**src/hdl/hsv2rgb_pkg.sv**
```systemverilog
// -----------------------------------------------------------------------------
// hsv2rgb_pkg: shared types and constants of the HSV to RGB converter
// Request and result payloads, stage-to-stage structs, sector codes and the
// fixed-point constants of the six-sector conversion.
// -----------------------------------------------------------------------------
package hsv2rgb_pkg;

  // Input ranges
  localparam logic [8:0]  HUE_MAX    = 9'd359;
  localparam logic [6:0]  PCT_MAX    = 7'd100;
  localparam logic [12:0] SECTOR_DEG = 13'd60;
  // One full fraction: 100 percent times 60 degrees
  localparam logic [12:0] FRAC_ONE   = 13'd6000;

  // floor(n * 255 / 600000) == (n * RECIP) >> RECIP_SHIFT for n <= 600000
  localparam logic [28:0] RECIP       = 29'd467292447;
  localparam int          RECIP_SHIFT = 40;

  // Lanes of the scaler: value, p, q and t terms
  localparam int NUM_LANES = 4;
  localparam int LANE_V    = 0;
  localparam int LANE_P    = 1;
  localparam int LANE_Q    = 2;
  localparam int LANE_T    = 3;

  typedef enum logic [2:0] {
    SEC_RED_YELLOW   = 3'd0,
    SEC_YELLOW_GREEN = 3'd1,
    SEC_GREEN_CYAN   = 3'd2,
    SEC_CYAN_BLUE    = 3'd3,
    SEC_BLUE_MAGENTA = 3'd4,
    SEC_MAGENTA_RED  = 3'd5
  } sector_e;

  typedef struct packed {
    logic [8:0] hue;
    logic [6:0] saturation;
    logic [6:0] brightness;
  } hsv_t;

  typedef struct packed {
    logic [7:0] red;
    logic [7:0] green;
    logic [7:0] blue;
  } rgb_t;

  // Fraction numerators per lane, out of FRAC_ONE
  typedef struct packed {
    sector_e                      sector;
    logic [6:0]                   val;
    logic [NUM_LANES-1:0][12:0]   x;
  } prep_t;

  // Scaled 8-bit terms per lane
  typedef struct packed {
    sector_e                    sector;
    logic [NUM_LANES-1:0][7:0]  term;
  } scale_t;

endpackage

```
**src/hdl/hsv2rgb_prep.sv**
```systemverilog
// -----------------------------------------------------------------------------
// hsv2rgb_prep: input clamp, sector split and fraction numerators
// Stage 1 saturates the request and splits the hue into sector and remainder.
// Stage 2 forms the p, q and t numerators out of FRAC_ONE.
// -----------------------------------------------------------------------------
module hsv2rgb_prep (
  input  logic                clk_i,
  input  logic                rst_ni,
  input  logic                valid_i,
  input  hsv2rgb_pkg::hsv_t   hsv_i,
  output logic                valid_o,
  output hsv2rgb_pkg::prep_t  prep_o
);
  import hsv2rgb_pkg::*;

  logic [8:0]  hue_c;
  logic [6:0]  sat_c;
  logic [6:0]  val_c;
  sector_e     sector_d;
  logic [8:0]  base_d;
  logic [8:0]  rem_full;

  logic        valid1_q;
  sector_e     sector1_q;
  logic [5:0]  rem1_q;
  logic [6:0]  sat1_q;
  logic [6:0]  val1_q;

  logic [12:0] sat_x60;
  logic [12:0] sat_xr;
  logic [12:0] sat_xt;
  prep_t       prep_d;
  logic        valid2_q;
  prep_t       prep_q;

  // Saturate the request fields
  always_comb begin
    hue_c = (hsv_i.hue > HUE_MAX) ? HUE_MAX : hsv_i.hue;
    sat_c = (hsv_i.saturation > PCT_MAX) ? PCT_MAX : hsv_i.saturation;
    val_c = (hsv_i.brightness > PCT_MAX) ? PCT_MAX : hsv_i.brightness;
  end

  // Split hue into sector and remainder
  always_comb begin
    if (hue_c >= 9'd300) begin
      sector_d = SEC_MAGENTA_RED;
      base_d   = 9'd300;
    end else if (hue_c >= 9'd240) begin
      sector_d = SEC_BLUE_MAGENTA;
      base_d   = 9'd240;
    end else if (hue_c >= 9'd180) begin
      sector_d = SEC_CYAN_BLUE;
      base_d   = 9'd180;
    end else if (hue_c >= 9'd120) begin
      sector_d = SEC_GREEN_CYAN;
      base_d   = 9'd120;
    end else if (hue_c >= 9'd60) begin
      sector_d = SEC_YELLOW_GREEN;
      base_d   = 9'd60;
    end else begin
      sector_d = SEC_RED_YELLOW;
      base_d   = 9'd0;
    end
    rem_full = hue_c - base_d;
  end

  // Stage 1 registers
  always_ff @(posedge clk_i or negedge rst_ni) begin
    if (!rst_ni) begin
      valid1_q <= 1'b0;
    end else begin
      valid1_q <= valid_i;
    end
  end

  always_ff @(posedge clk_i) begin
    sector1_q <= sector_d;
    rem1_q    <= rem_full[5:0];
    sat1_q    <= sat_c;
    val1_q    <= val_c;
  end

  // Form the fraction numerators
  always_comb begin
    sat_x60 = 13'(sat1_q) * SECTOR_DEG;
    sat_xr  = 13'(sat1_q) * 13'(rem1_q);
    sat_xt  = 13'(sat1_q) * (SECTOR_DEG - 13'(rem1_q));
    prep_d.sector       = sector1_q;
    prep_d.val          = val1_q;
    prep_d.x[LANE_V]    = FRAC_ONE;
    prep_d.x[LANE_P]    = FRAC_ONE - sat_x60;
    prep_d.x[LANE_Q]    = FRAC_ONE - sat_xr;
    prep_d.x[LANE_T]    = FRAC_ONE - sat_xt;
  end

  // Stage 2 registers
  always_ff @(posedge clk_i or negedge rst_ni) begin
    if (!rst_ni) begin
      valid2_q <= 1'b0;
    end else begin
      valid2_q <= valid1_q;
    end
  end

  always_ff @(posedge clk_i) begin
    prep_q <= prep_d;
  end

  assign valid_o = valid2_q;
  assign prep_o  = prep_q;

  // Sector split stays within one sector of sixty degrees
  assert property (@(posedge clk_i) disable iff (!rst_ni)
    valid1_q |-> (rem1_q < 6'd60 && sat1_q <= PCT_MAX && val1_q <= PCT_MAX))
    else $error("hsv2rgb_prep: remainder or clamp out of range");

endmodule

```
**src/hdl/hsv2rgb_scale.sv**
```systemverilog
// -----------------------------------------------------------------------------
// hsv2rgb_scale: per-lane scaling to 8-bit intensity
// Stage 3 multiplies value by each numerator; stage 4 scales by 255/600000
// through a reciprocal multiply that truncates exactly.
// -----------------------------------------------------------------------------
module hsv2rgb_scale (
  input  logic                 clk_i,
  input  logic                 rst_ni,
  input  logic                 valid_i,
  input  hsv2rgb_pkg::prep_t   prep_i,
  output logic                 valid_o,
  output hsv2rgb_pkg::scale_t  scale_o
);
  import hsv2rgb_pkg::*;

  localparam int ProdW = 20;
  localparam int BigW  = ProdW + 29;

  logic [NUM_LANES-1:0][ProdW-1:0] prod_d;
  logic [NUM_LANES-1:0][ProdW-1:0] prod_q;
  sector_e                         sector3_q;
  logic                            valid3_q;

  logic [NUM_LANES-1:0][BigW-1:0]  big_d;
  scale_t                          scale_d;
  scale_t                          scale_q;
  logic                            valid4_q;

  // Multiply value by each numerator
  always_comb begin
    for (int i = 0; i < NUM_LANES; i++) begin
      prod_d[i] = ProdW'(prep_i.val) * ProdW'(prep_i.x[i]);
    end
  end

  always_ff @(posedge clk_i or negedge rst_ni) begin
    if (!rst_ni) begin
      valid3_q <= 1'b0;
      valid4_q <= 1'b0;
    end else begin
      valid3_q <= valid_i;
      valid4_q <= valid3_q;
    end
  end

  always_ff @(posedge clk_i) begin
    prod_q    <= prod_d;
    sector3_q <= prep_i.sector;
  end

  // Scale by 255 over the common denominator and truncate
  always_comb begin
    scale_d.sector = sector3_q;
    for (int i = 0; i < NUM_LANES; i++) begin
      big_d[i]        = BigW'(prod_q[i]) * BigW'(RECIP);
      scale_d.term[i] = big_d[i][RECIP_SHIFT +: 8];
    end
  end

  always_ff @(posedge clk_i) begin
    scale_q <= scale_d;
  end

  assign valid_o = valid4_q;
  assign scale_o = scale_q;

  // The p term never exceeds q or t
  assert property (@(posedge clk_i) disable iff (!rst_ni)
    valid4_q |-> (scale_q.term[LANE_P] <= scale_q.term[LANE_Q] &&
                  scale_q.term[LANE_P] <= scale_q.term[LANE_T]))
    else $error("hsv2rgb_scale: p term above q or t");

  // The value term bounds q and t
  assert property (@(posedge clk_i) disable iff (!rst_ni)
    valid4_q |-> (scale_q.term[LANE_Q] <= scale_q.term[LANE_V] &&
                  scale_q.term[LANE_T] <= scale_q.term[LANE_V]))
    else $error("hsv2rgb_scale: q or t term above value term");

endmodule

```
**src/hdl/hsv_to_rgb_converter.sv**
```systemverilog
// -----------------------------------------------------------------------------
// hsv_to_rgb_converter: six-sector HSV to 8-bit RGB conversion
// An accepted request reaches its result strobe through the register stages below.
// Throughput: one request per cycle; busy is never raised.
// Depth is set by five register stages: clamp and sector split, numerators,
// value multiply, reciprocal scale, and sector-to-channel select.
// Reset clears the valid bits of every stage; no result is in flight after.
// -----------------------------------------------------------------------------
module hsv_to_rgb_converter (
  input  logic               clk_i,
  input  logic               rst_ni,
  input  logic               start,
  output logic               busy,
  input  hsv2rgb_pkg::hsv_t  hsv_i,
  output logic               valid_o,
  output hsv2rgb_pkg::rgb_t  rgb_o
);
  import hsv2rgb_pkg::*;

  logic    accept;
  logic    prep_valid;
  prep_t   prep;
  logic    scale_valid;
  scale_t  scale;
  rgb_t    rgb_d;
  rgb_t    rgb_q;
  logic    valid_q;

  // Pipeline never stalls
  assign busy   = 1'b0;
  assign accept = start & ~busy;

  hsv2rgb_prep u_prep (
    .clk_i   (clk_i),
    .rst_ni  (rst_ni),
    .valid_i (accept),
    .hsv_i   (hsv_i),
    .valid_o (prep_valid),
    .prep_o  (prep)
  );

  hsv2rgb_scale u_scale (
    .clk_i   (clk_i),
    .rst_ni  (rst_ni),
    .valid_i (prep_valid),
    .prep_i  (prep),
    .valid_o (scale_valid),
    .scale_o (scale)
  );

  // Route terms to channels by sector
  always_comb begin
    case (scale.sector)
      SEC_RED_YELLOW: begin
        rgb_d = '{scale.term[LANE_V], scale.term[LANE_T], scale.term[LANE_P]};
      end
      SEC_YELLOW_GREEN: begin
        rgb_d = '{scale.term[LANE_Q], scale.term[LANE_V], scale.term[LANE_P]};
      end
      SEC_GREEN_CYAN: begin
        rgb_d = '{scale.term[LANE_P], scale.term[LANE_V], scale.term[LANE_T]};
      end
      SEC_CYAN_BLUE: begin
        rgb_d = '{scale.term[LANE_P], scale.term[LANE_Q], scale.term[LANE_V]};
      end
      SEC_BLUE_MAGENTA: begin
        rgb_d = '{scale.term[LANE_T], scale.term[LANE_P], scale.term[LANE_V]};
      end
      default: begin
        rgb_d = '{scale.term[LANE_V], scale.term[LANE_P], scale.term[LANE_Q]};
      end
    endcase
  end

  // Output register and strobe
  always_ff @(posedge clk_i or negedge rst_ni) begin
    if (!rst_ni) begin
      valid_q <= 1'b0;
    end else begin
      valid_q <= scale_valid;
    end
  end

  always_ff @(posedge clk_i) begin
    rgb_q <= rgb_d;
  end

  assign valid_o = valid_q;
  assign rgb_o   = rgb_q;

  // Strobe follows the scaler strobe in the next cycle
  assert property (@(posedge clk_i) disable iff (!rst_ni)
    valid_o == $past(scale_valid))
    else $error("hsv_to_rgb_converter: result strobe out of step");

  // One channel always carries the value term
  assert property (@(posedge clk_i) disable iff (!rst_ni)
    valid_q |-> (rgb_q.red == $past(scale.term[LANE_V]) ||
                 rgb_q.green == $past(scale.term[LANE_V]) ||
                 rgb_q.blue == $past(scale.term[LANE_V])))
    else $error("hsv_to_rgb_converter: no channel holds the value term");

endmodule
```
**config.mk**
```make
export PLATFORM = sky130hd
export DESIGN_NAME = hsv_to_rgb_converter
export DESIGN_NICKNAME = d
export VERILOG_FILES = /design/src/hdl/hsv2rgb_pkg.sv /design/src/hdl/hsv2rgb_prep.sv /design/src/hdl/hsv2rgb_scale.sv /design/src/hdl/hsv_to_rgb_converter.sv
export SDC_FILE = /design/constraint.sdc
export NUM_CORES = 2
export LEC_CHECK = 0
export BUFFER_PORTS_ARGS = -buffer_cell sky130_fd_sc_hd__buf_2
export CORE_MARGIN = 1.5
export CORE_UTILIZATION = 35
export CTS_BUF_LIST = sky130_fd_sc_hd__clkbuf_2
export CTS_CLUSTER_SIZE = 14
export DETAILED_ROUTE_END_ITERATION = 16
export SLEW_MARGIN = 20
export SYNTH_ARGS = -nofsm -noshare
export SYNTH_HDL_FRONTEND = slang
export SYNTH_SLANG_ARGS = --single-unit
```
**constraint.sdc**
```tcl
create_clock -name clk_i -period 10.3 [get_ports clk_i]
set_input_delay 1.03 -clock clk_i [delete_from_list [all_inputs] [get_ports clk_i]]
set_output_delay 1.03 -clock clk_i [all_outputs]
set_load 0.05 [all_outputs]
```
# [Yosys cells after proc, flatten, opt, wreduce, memory -nomap -nowiden]
# Cells that the tools add are included.
[totals] in_bits=26 out_inout_bits=26 ff_bits=215
[classes] n_mul=11 n_eq_ne=4 order_cmp=8 mux=11 n_addsub=5 reduce_logical=2
[op_table] operator="multiplier 20 x 29 -> 48 bit (second input constant)" n=3
[op_table] operator="case mux 24 bit (5 select lines)" n=1
[op_table] operator="multiplier 7 x 13 -> 20 bit" n=3
[op_table] operator="multiplier 16 x 29 -> 44 bit (second input constant)" n=1
[op_table] operator="subtractor 13 bit (first input constant)" n=3
[op_table] operator="two-way mux 6 bit" n=5
[op_table] operator=">= comparator 9 x 8 -> 1 bit (second input constant)" n=2
[op_table] operator="multiplier 7 x 9 -> 16 bit (second input constant)" n=1
[op_table] operator="greater-than comparator 7 bit (second input constant)" n=2
[op_table] operator="multiplier 7 x 13 -> 13 bit" n=1
[op_table] operator="multiplier 7 x 6 -> 13 bit" n=1
[op_table] operator="multiplier 7 x 4 -> 11 bit (second input constant)" n=1
[op_table] operator=">= comparator 9 x 6 -> 1 bit (second input constant)" n=1
[op_table] operator=">= comparator 9 x 7 -> 1 bit (second input constant)" n=1
[op_table] operator=">= comparator 9 bit (second input constant)" n=1
[op_table] operator="greater-than comparator 9 bit (second input constant)" n=1
[op_table] operator="two-way mux 9 bit" n=1
[op_table] operator="subtractor 6 x 6 -> 7 bit (first input constant)" n=1
[op_table] operator="equality test 3 x 2 -> 1 bit (second input constant)" n=2
[op_table] operator="two-way mux 3 bit" n=2
[op_table] operator="subtractor 6 bit" n=1
[op_table] operator="equality test 3 x 1 -> 1 bit (second input constant)" n=1
[op_table] operator="equality test 3 bit (second input constant)" n=1
[op_table] operator="zero test 3 bit" n=1
[op_table] operator="other kinds (2)" n=3

# [Logic depth before layout (Yosys ltp)]
[logic_depth] word_depth=9 ltp_mapped=22 mapped_depth_nobuf=22

# [Cells and area by module]
# Synthesis repeated with hierarchy kept, for this count alone.
[hier_totals] hier_cells=6213 area_unflattened_um2=59694.8
[by_module_without_submodules] mod="hsv2rgb_scale" n_inst=1 area_each_um2=52188.8 cells_each=5414
[by_module_without_submodules] mod="hsv2rgb_prep" n_inst=1 area_each_um2=5994.5 cells_each=642
[by_module_without_submodules] mod="hsv_to_rgb_converter" n_inst=1 area_each_um2=1511.4 cells_each=157

# [Worst setup path before layout]
# Ideal clock, no wire load.
[synth_path] kind="flip-flop to flip-flop" from="register u_scale.prod_q[42] (netlist bit)" to="register u_scale.scale_q, in the netlist u_scale.scale_o[22]" arrival_ps=6135 synth_period_minus_slack_ps=6208 stages_incl_launch_ff=21 setup_ps=72 slack_ps=4092 path_buffers=0 cell_sequence="dfxtp_1 > inv_1 > fa_1 > inv_1 > fa_1 > fa_1 > inv_1 > fa_1 > fa_1 > inv_1 > fa_1 > fa_1 > ha_1 > a211oi_1 > nor2_1 > a2111oi_0 > o311ai_1 > o41a_1 > o21a_1 > nor2_1 > xnor2_1"
[synth_rtl] item="start: declaration" line="hsv2rgb_scale.sv:20" rtl="logic [NUM_LANES-1:0][ProdW-1:0] prod_q;"
[synth_rtl] item="start signal: assignment" line="hsv2rgb_scale.sv:47" rtl="prod_q <= prod_d;"
[synth_rtl] item="end signal: assignment" line="hsv2rgb_scale.sv:61" rtl="scale_q <= scale_d;"
[synth_rtl] item="end: declaration" line="hsv2rgb_scale.sv:26" rtl="scale_t scale_q;"

==> flow_summary.ini <==
[grt]
grt_antenna_before_repair = 4
grt_pass1_vias = 38800
grt_overflow_total = 0
grt_max_degree = 59
grt_usage = 0.160
grt_pass1_wl_um = 201000

[logic_synthesis]
synth_top_family_by_area = adder cells
ys_seq_area_frac = 0.0785
syn_inst = 5504
netlist_area_um2 = 53700
yosysTopAreaCell = fa_1
synth_edf_count = 0
synth_top_flop_cell = dfxtp_1
synth-simple-area-share = 0.0712
synthMuxAreaShare = 0.00634
synthAdderAreaFrac = 0.642
synth.yosys.warnings = 0
syn_nets = 7666
synthTopCellsByArea = fa_1 (38%), ha_1 (26%), inv_1 (11%)
ys_ff_latch = 209
syn_avg_cell_area_um2 = 9.75
synth_compound_area_frac = 0.0600
async_reset_ff_frac = 0.0239
synth_top_area_frac = 0.382
synth-xor-area-share = 0.0242
yosysUniqueCellTypes = 76

[sta]
worstMarginPinSlew_ns = 1.05
setup_viol = 0
worst_clock_skew_ns = 0.0431
rsz0062_at_grt = no
tns_ns = 0
slew_headroom = 0.295
hold_viol = 0
whs_ns = 0.182
finalCriticalPeriod_ns = 7.38
fmax_mhz = 135
period_share = 0.717
fin_ws_ns = 2.92
final-max-slew-violation-count = 0

[floorplanning]
initial_core_util = 0.353
row_count = 143
dieWidth_um = 395
io_pins = 52
die_h_um = 395
core_area_um2 = 152000
fp.dieArea_um2 = 156000

[final_layout]
synthToLayoutAreaGrowth_pct = 6.26
nets = 7741
fin_util = 0.375
layout-drive-gt1-share = 0.0336
nFillCells = 15400

[critical_path]
r2r-start = u_scale.prod_q[57]$_DFF_P_
path_max_fanout = 7
cp-start-kind = flip-flop
cp-endpoint = u_scale.scale_o[18]$_DFF_P_
cp-startpoint = u_scale.prod_q[57]$_DFF_P_
reg2reg_depth = 22
r2r-end = u_scale.scale_o[18]$_DFF_P_
crit_type = reg2reg
required_ns = 11.29
endpoint_kind = flip-flop
cp_data_arrival_time_ns = 8.38
ff2ff_setup_slack_ns = 2.92

[clock_tree]
cts_buffer_depth = 3
clkSinkCount = 209
cts_tree = built
clk_latency_ns = 1.14
clk_pin_slew_ns = 0.10
cts_inserted_buffers = 60
clockRootBuffer = clkbuf_2
htreeDepth = 2

[status]
outcome = complete, no violations

[drt]
drc = 0
routed_wl_um = 122000
drt_pre_antenna_iters = 5
detail_route.vias_per_cell = 4.66
ant_nets = 0
vias = 35700
drtIter0Drc = 1623
routedWlPerCell_um = 15.9

[place]
port_buffers = 50
detailed_place_hpwl_um = 108000
place_congestion = 0.929
post-place-ws_ns = 3.08

[job]
maxCapViolations = 0

[worst_hold_path]
hp-class = in2reg
==> state kept, by name (all words and copies together) (netlist names) <==
register,cells
rgb_o,24
u_prep.prep_o,46
u_prep.rem1_q,6
u_prep.sat1_q,7
u_prep.sector1_q,3
u_prep.val1_q,7
u_prep.valid1_q,1
u_prep.valid_o,1
u_scale.prod_q,73
u_scale.scale_o,35
u_scale.sector3_q,3
u_scale.valid3_q,1
u_scale.valid_o,1
valid_o,1
==> cell families after synthesis <==
kind of cell / after synthesis
AOI/OAI and AO/OA: 501
DFF: 209
adders and majority gates: 2136
buffers and inverters: 1689
muxes: 33
other: 1
xor gates and xnor gates: 148
and+or+nand+nor: 787
==> synthesized netlist by cell type (all sizes together), types with 6 or more instances <==
| master | n |
|---|---|
| o311ai | 8 |
| mux2 | 8 |
| and3 | 14 |
| mux2i | 25 |
| a32oi | 8 |
| a21oi | 168 |
| fa | 1025 |
| o2111ai | 9 |
| o211ai | 10 |
| xnor2 | 104 |
| nand3 | 40 |
| o31ai | 6 |
| a21o | 54 |
| buf | 8 |
| nor4 | 10 |
| nand4 | 28 |
| dfxtp | 204 |
| nor2b | 15 |
| a221o | 9 |
| nor2 | 133 |
| nand2 | 293 |
| a221oi | 7 |
| or2 | 14 |
| clkbuf | 57 |
| ha | 1111 |
| o21bai | 21 |
| a21boi | 6 |
| a31oi | 17 |
| nor3 | 44 |
| or3 | 14 |
| xor2 | 44 |
| and2 | 140 |
| o21ai | 99 |
| nor3b | 15 |
| inv | 1624 |
| a211oi | 26 |
| nand2b | 12 |
| o21a | 14 |
==> metal layers <==
metal / vias to the layer above / share of wire / GRT usage
li1: 17200 / - / -
met1: 17700 / 0.48 / 0.224
met2: 680 / 0.45 / 0.261
met3: 147 / 0.050 / 0.0246
met4: 2 / 0.021 / 0.0357
met5: - / 0.00011 / 0
==> timing repair <==
item,CTS,global route
setup buffers,0,0
hold endpoints to repair,20,0
gates resized for setup,0,0
hold buffers,16,0
==> through the flow <==
step                std cells  cell area [um2]
floorplan                5504            53700
global placement         7531            56300
detailed placement       7531            56300
CTS                      7651            57000
global route             7652            57000
finish                   7652            57000
==> layout by cell type (no fill, tap or decap), types with 97 or more instances in the layout <==
cell type	count
a21oi_1	168
and2_1	140
dfxtp_1	200
fa_1	1025
ha_1	1111
inv_1	1623
nand2_1	293
nor2_1	133
o21ai_0	97
xnor2_1	104
==> layout make-up <==
type | count | area [um2] | area share
diodes | 1 | 2.50 | 0.0000439
clock buffers | 75 | 375 | 0.00658
clock inverters | 29 | 183 | 0.00320
inverters | 1624 | 6100 | 0.107
multi-input cells | 3606 | 43100 | 0.756
flip-flops and latches | 209 | 4220 | 0.0740
well taps | 2030 | 2540 | 0.0446
repair buffers | 78 | 500 | 0.00878
==> how the worst min path moves through the flow <==
stage | start | end | slack, ns | cells after the start
global placement | u_prep.prep_o[61]$_DFF_P_ | u_scale.sector3_q[2]$_DFF_P_ | 0.31 | 0
detailed placement | u_prep.prep_o[59]$_DFF_P_ | u_scale.sector3_q[0]$_DFF_P_ | 0.31 | 0
finish | hsv_i[1] | u_prep.val1_q[1]$_SDFF_PN0_ | 0.18 | 2
global route | hsv_i[1] | u_prep.val1_q[1]$_SDFF_PN0_ | 0.06 | 2
floorplan | u_prep.val1_q[0]$_SDFF_PN0_ | u_prep.prep_o[52]$_DFF_P_ | 0.31 | 0
CTS | rst_ni | u_prep.valid1_q$_DFF_PN0_ | 0.01 | 2
==> critical path, stage by stage (launching register included) <==
cell	delay, ns
dfxtp_1	0.55
inv_1	0.12
fa_1	0.70
inv_1	0.12
fa_1	0.50
inv_1	0.05
fa_1	0.45
fa_1	0.49
inv_1	0.05
fa_1	0.48
inv_1	0.05
fa_1	0.46
fa_1	0.50
inv_1	0.04
ha_1	0.30
nand4_1	0.17
nor2_1	0.29
o2111ai_1	0.20
a221oi_1	0.63
o21ai_1	0.27
a211oi_1	0.43
nor2_1	0.12
o311ai_0	0.29
Power is not shown: default switching activity piles up to over one toggle a cycle in this logic, so the estimate is an artifact.
